<file path="src/rtl/vps_pkg.sv">
// Package for the Verlet particle step block: widths, register indexes,
// sequencer states and the shared fixed-point helpers. No dependencies.
package vps_pkg;

  localparam int PointCount = 256;
  localparam int FracBits   = 16;
  localparam int IdxW       = 8;
  localparam int PtW        = $clog2(PointCount);
  localparam int CfgAw      = 5;

  localparam logic [CfgAw-1:0] RegElasticity = 5'd0;
  localparam logic [CfgAw-1:0] RegDrag       = 5'd4;
  localparam logic [CfgAw-1:0] RegGravityX   = 5'd8;
  localparam logic [CfgAw-1:0] RegGravityY   = 5'd12;
  localparam logic [CfgAw-1:0] RegGravityZ   = 5'd16;
  localparam logic [CfgAw-1:0] RegTimeStep   = 5'd20;
  localparam logic [CfgAw-1:0] RegRadius     = 5'd24;

  localparam logic FuncPlace = 1'b0;
  localparam logic FuncStep  = 1'b1;

  typedef enum logic [4:0] {
    S_IDLE, S_RD, S_RDW, S_SQX, S_SQY, S_SQZ, S_SQR, S_SEL,
    S_GX, S_GX1, S_GX2, S_GY, S_GY1, S_GY2, S_GZ, S_GZ1, S_GZ2,
    S_VX, S_VY, S_VZ, S_WR, S_OUT
  } state_t;

  typedef struct packed {
    logic signed [32:0] a;
    logic signed [32:0] b;
  } mul_req_t;

  function automatic logic signed [31:0] sat32(input logic signed [65:0] v);
    if (v > 66'sd2147483647) return 32'sh7fffffff;
    if (v < -66'sd2147483648) return 32'sh80000000;
    return v[31:0];
  endfunction

  // Round half up, then drop the fraction bits (arithmetic shift)
  function automatic logic signed [65:0] rnd_shift(input logic signed [65:0] v);
    logic signed [65:0] w;
    w = v + (66'sd1 <<< (FracBits - 1));
    return w >>> FracBits;
  endfunction

endpackage

</file>
<file path="src/rtl/vps_mul.sv">
// Shared 33x33 signed multiplier with a registered product.
// Depends on vps_pkg.
module vps_mul (
  input  logic                     clk,
  input  vps_pkg::mul_req_t        req,
  output logic signed [65:0]       prod_r
);
  import vps_pkg::*;
  logic signed [65:0] prod_nxt;
  assign prod_nxt = req.a * req.b;
  always_ff @(posedge clk) begin
    prod_r <= prod_nxt;
  end
endmodule

</file>
<file path="config.mk">
export PLATFORM = sky130hd
export DESIGN_NAME = vps_mul
export DESIGN_NICKNAME = d
export VERILOG_FILES = /design/src/rtl/vps_pkg.sv /design/src/rtl/vps_mul.sv
export SDC_FILE = /design/constraint.sdc
export NUM_CORES = 2
export LEC_CHECK = 0
export BUFFER_PORTS_ARGS = -buffer_cell sky130_fd_sc_hd__buf_2
export CAP_MARGIN = 20
export CORE_MARGIN = 3
export CORE_UTILIZATION = 54
export DETAILED_ROUTE_END_ITERATION = 10
export GPL_ROUTABILITY_DRIVEN = 0
export GPL_TIMING_DRIVEN = 0
export PLACE_DENSITY_LB_ADDON = 0.25
export SETUP_SLACK_MARGIN = 0.4
export SYNTH_ARGS = -nofsm -noshare
export SYNTH_HDL_FRONTEND = slang
export SYNTH_SLANG_ARGS = --single-unit
</file>
<file path="constraint.sdc">
create_clock -name clk -period 10.5 [get_ports clk]
set_input_delay 0 -clock clk [delete_from_list [all_inputs] [get_ports clk]]
set_output_delay 0 -clock clk [all_outputs]
set_load 0.01 [all_outputs]
</file>
==> impl_results.html <==
<table>
<tr><th>Metric</th><th>Value</th></tr>
<tr><th colspan="2">Run status</th></tr>
<tr><td>Status</td><td>finished clean</td></tr>
<tr><th colspan="2">Layout</th></tr>
<tr><td>Register with the most flip-flops</td><td>prod_r</td></tr>
<tr><td>Net count of the finished layout</td><td>5878</td></tr>
<tr><td>Largest register FFs</td><td>66</td></tr>
<tr><td>Largest registers ranked by flip-flop count</td><td>prod_r: 66 flops</td></tr>
<tr><td>Post-synthesis to final-layout area growth</td><td>5.68%</td></tr>
<tr><td>Count of placed standard cells in the final layout, fillers left out</td><td>5427</td></tr>
<tr><td>Share of layout cells above drive strength 1</td><td>3.95%</td></tr>
<tr><th colspan="2">Clocking</th></tr>
<tr><td>Number of CTS-inserted buffers</td><td>9</td></tr>
<tr><td>H-tree depth</td><td>3</td></tr>
<tr><td>Buffer levels on the longest clock path</td><td>2</td></tr>
<tr><td>CTS clock-pin slew for the worst setup and hold paths</td><td>0.08 ns</td></tr>
<tr><td>Number of resized instances in the post-cts repair step</td><td>0</td></tr>
<tr><td>Number of setup buffers added after CTS</td><td>0</td></tr>
<tr><td>CTS root buf</td><td>sky130_fd_sc_hd__clkbuf_16</td></tr>
<tr><td>Count of clock tree sinks</td><td>66</td></tr>
<tr><td>TritonCTS clock tree</td><td>yes</td></tr>
<tr><td>Hold-fix buffers, CTS</td><td>0</td></tr>
<tr><th colspan="2">Worst setup path</th></tr>
<tr><td>Crit path launch type</td><td>input pin</td></tr>
<tr><td>CP arrival</td><td>9.39 ns</td></tr>
<tr><td>Crit path max-delay family</td><td>adder cells</td></tr>
<tr><td>Buffers and inverters on the worst path</td><td>8</td></tr>
<tr><td>Number of logic stages on the critical path including buffering</td><td>27</td></tr>
<tr><td>Crit end category</td><td>register</td></tr>
<tr><td>Critical setup path kind</td><td>input pin to register</td></tr>
<tr><td>Most used cell along the critical path</td><td>sky130_fd_sc_hd__fa_1</td></tr>
<tr><td>Crit-path slowest cell</td><td>sky130_fd_sc_hd__fa_1</td></tr>
<tr><td>Worst-path fanout max</td><td>10</td></tr>
<tr><td>Critical path's largest stage delay</td><td>0.95 ns</td></tr>
<tr><td>Required time of the worst setup path</td><td>10.83 ns</td></tr>
<tr><th colspan="2">Timing</th></tr>
<tr><td>Setup repair after global routing missed its margin</td><td>no</td></tr>
<tr><td>Final Hold Viols</td><td>0</td></tr>
<tr><td>Setup Total Neg Slack</td><td>0 ns</td></tr>
<tr><td>Maximum operating frequency</td><td>0.110 GHz</td></tr>
<tr><td>Relative slew slack</td><td>17.0%</td></tr>
<tr><td>Slew at the pin closest to its max-slew limit</td><td>1.24 ns</td></tr>
<tr><td>Final critical-path share of the clock period</td><td>86.3%</td></tr>
<tr><td>Setup violation total in the final timing report</td><td>0</td></tr>
<tr><td>Final critical-path required period</td><td>9.06 ns</td></tr>
<tr><td>Max-slew violation count</td><td>0</td></tr>
<tr><th colspan="2">Floorplan</th></tr>
<tr><td>Number of ports placed on the die boundary</td><td>133</td></tr>
<tr><td>Die ar.</td><td>78100 µm²</td></tr>
<tr><td>Height of the die</td><td>279 µm</td></tr>
<tr><td>Initial Utilization</td><td>55.0%</td></tr>
<tr><td>Number of placement rows</td><td>99</td></tr>
<tr><td>Core Area</td><td>73500 µm²</td></tr>
<tr><td>Die boundary width</td><td>279 µm</td></tr>
<tr><th colspan="2">Yosys</th></tr>
<tr><td>Seq cells post-synth</td><td>66</td></tr>
<tr><td>Mux share of post-synthesis cell area</td><td>0%</td></tr>
<tr><td>Post-synthesis sequential area ratio</td><td>3.27%</td></tr>
<tr><td>Synthesized net count</td><td>5731</td></tr>
<tr><td>Yosys top cell by area</td><td>sky130_fd_sc_hd__fa_1</td></tr>
<tr><td>Cells after synthesis</td><td>4302</td></tr>
<tr><td>Post-synth cell types</td><td>61</td></tr>
<tr><td>Most instantiated library cell after synthesis</td><td>sky130_fd_sc_hd__fa_1</td></tr>
<tr><td>Post-synth EDFFs</td><td>0</td></tr>
<tr><td>Synth Area in Simple Gates</td><td>15.4%</td></tr>
<tr><td>Share of the synthesized netlist area taken by xor and xnor gates</td><td>1.63%</td></tr>
<tr><td>Ys async rst share</td><td>0%</td></tr>
<tr><td>Total standard cell area after synthesis</td><td>40400 µm²</td></tr>
<tr><td>Most used flip-flop cell after synthesis</td><td>sky130_fd_sc_hd__dfxtp_1</td></tr>
<tr><td>Synthesis warning total</td><td>0</td></tr>
<tr><td>Per-instance average area after synthesis</td><td>9.38 µm²</td></tr>
<tr><td>Commonest cells in the netlist</td><td>1145 x sky130_fd_sc_hd__fa_1, 1133 x sky130_fd_sc_hd__inv_1, 562 x sky130_fd_sc_hd__and2_1, 543 x sky130_fd_sc_hd__nand2_1, 220 x sky130_fd_sc_hd__clkbuf_1</td></tr>
<tr><td>Compound-gate portion of the synthesized area</td><td>3.60%</td></tr>
<tr><td>Arithmetic-cell share of the synthesized area counting full adders, half adders and majority gates</td><td>63.5%</td></tr>
<tr><td>Largest family of logic cells by synthesized area</td><td>adder cells</td></tr>
<tr><td>Cell types occupying the most area after synthesis</td><td>sky130_fd_sc_hd__fa_1 57%, sky130_fd_sc_hd__inv_1 11%, sky130_fd_sc_hd__and2_1 8.7%</td></tr>
<tr><td>Share of the synthesized area in the top cell type</td><td>56.8%</td></tr>
<tr><th colspan="2">Placement</th></tr>
<tr><td>Cells after DPL</td><td>5395</td></tr>
<tr><td>Input/output buffers</td><td>132</td></tr>
<tr><td>Half-perimeter wire length of the detailed placement result</td><td>115000 µm</td></tr>
<tr><th colspan="2">Route</th></tr>
<tr><td>Detail-routed via count per cell</td><td>5.70</td></tr>
<tr><td>Routed wire per std cell</td><td>25.3 µm</td></tr>
<tr><td>Sum of routed wire length over all layers</td><td>137000 µm</td></tr>
<tr><td>DRC violation total after the first TritonRoute iteration</td><td>3162</td></tr>
<tr><td>TritonRoute pass-1 iters</td><td>7</td></tr>
<tr><td>Via count</td><td>30935</td></tr>
<tr><td>Drc violations</td><td>0</td></tr>
<tr><td>Post-route ant nets</td><td>0</td></tr>
<tr><th colspan="2">Hold path</th></tr>
<tr><td>Path type of the worst min-delay path</td><td>input pin to register</td></tr>
<tr><td>Number of cells traversed by the worst hold path</td><td>2</td></tr>
<tr><th colspan="2">GRT</th></tr>
<tr><td>Global-route usage over all layers</td><td>36.6%</td></tr>
<tr><td>First-pass GRT wire length</td><td>205000 µm</td></tr>
<tr><td>Number of global-route vias before repair</td><td>32899</td></tr>
<tr><td>Maximum number of pins on one net before global-route repair</td><td>19</td></tr>
<tr><td>Number of antenna violations at the first check in global routing</td><td>18</td></tr>
<tr><td>Total gr overflow</td><td>0</td></tr>
<tr><th colspan="2">Flow run</th></tr>
<tr><td>Reported max-cap violation count</td><td>0</td></tr>
</table>
[metrics by stage]
stage / util [%] / cell area, µm² / worst slack (ns) / hold WS, ns
2_1_floorplan: - / 40400 / 3.28 / 0.127
3_3_place_gp: 57.5 / 42200 / 0.755 / 0.393
3_5_place_dp: 57.5 / 42300 / 0.774 / 0.393
4_1_cts: 58.0 / 42600 / 1.14 / 0.0748
5_1_grt: 58.0 / 42600 / 1.21 / 0.0787
6_report: 58.1 / 42700 / 1.44 / 0.0960
[layer usage]
| layer | track usage [%] | vias to the layer above | wire length [µm] | share of wire [%] |
|---|---|---|---|---|
| li1 | - | 12515 | - | - |
| met1 | 45.6 | 15849 | 47200 | 34 |
| met2 | 55.3 | 1990 | 60300 | 44 |
| met3 | 11.1 | 571 | 17600 | 13 |
| met4 | 24.7 | 10 | 12000 | 8.7 |
| met5 | 0 | - | 67 | 0.049 |
[layout by cell type, fill, tap and decap left out, types with 3 or more instances in the layout]
master and count:
sky130_fd_sc_hd__fa_1 1145, sky130_fd_sc_hd__inv_1 1133, sky130_fd_sc_hd__and2_1 562, sky130_fd_sc_hd__nand2_1 543, sky130_fd_sc_hd__clkbuf_1 220, sky130_fd_sc_hd__ha_1 217, sky130_fd_sc_hd__buf_2 132, sky130_fd_sc_hd__a21oi_1 73
sky130_fd_sc_hd__dfxtp_1 66, sky130_fd_sc_hd__xnor2_1 55, sky130_fd_sc_hd__nor2_1 47, sky130_fd_sc_hd__o21ai_0 37, sky130_fd_sc_hd__a21o_1 28, sky130_fd_sc_hd__xor2_1 20, sky130_fd_sc_hd__nand3_1 18, sky130_fd_sc_hd__diode_2 14
sky130_fd_sc_hd__nand2b_1 9, sky130_fd_sc_hd__a31oi_1 9, sky130_fd_sc_hd__nand4_1 9, sky130_fd_sc_hd__clkbuf_16 9, sky130_fd_sc_hd__o21bai_1 8, sky130_fd_sc_hd__o21a_1 7, sky130_fd_sc_hd__and4_1 7, sky130_fd_sc_hd__nor3_1 7
sky130_fd_sc_hd__and3_1 7, sky130_fd_sc_hd__o211ai_1 7, sky130_fd_sc_hd__a211oi_1 5, sky130_fd_sc_hd__nor4_1 5, sky130_fd_sc_hd__o21ai_1 5, sky130_fd_sc_hd__or2_2 4, sky130_fd_sc_hd__a211oi_2 4, sky130_fd_sc_hd__o22ai_1 3
sky130_fd_sc_hd__nor2b_1 3, sky130_fd_sc_hd__a221o_1 3, sky130_fd_sc_hd__o21ba_2 3, sky130_fd_sc_hd__buf_8 3
[final cells by class]
| cell class | count | area (µm²) |
|---|---|---|
| diodes | 14 | 35.0 |
| plain buffers | 221 | 837 |
| clock buffers | 9 | 225 |
| clock inverters | 7 | 101 |
| fillers | 6518 | 30800 |
| inverters | 1133 | 4250 |
| multi-input cells | 2882 | 34000 |
| flip-flops and latches | 66 | 1320 |
| well taps | 959 | 1200 |
| repair buffers | 136 | 733 |
[path summary, 6_finish.rpt]
path / start / endpoint
setup / recovery: req[65] / prod_r[65]
hold / removal: req[33] / prod_r[0]
[logic make-up (layout without fill, tap and decap cells)]
family,count (synthesis),after routing
xor gates and xnor gates,75,75
buffers and inverters,1354,1506
AOI/OAI and AO/OA,217,217
other,0,14
DFF,66,66
and+or+nand+nor,1228,1228
adders and majority gates,1362,1362
Power is not shown: default switching activity piles up to over one toggle a cycle in this logic, so the estimate is an artifact.
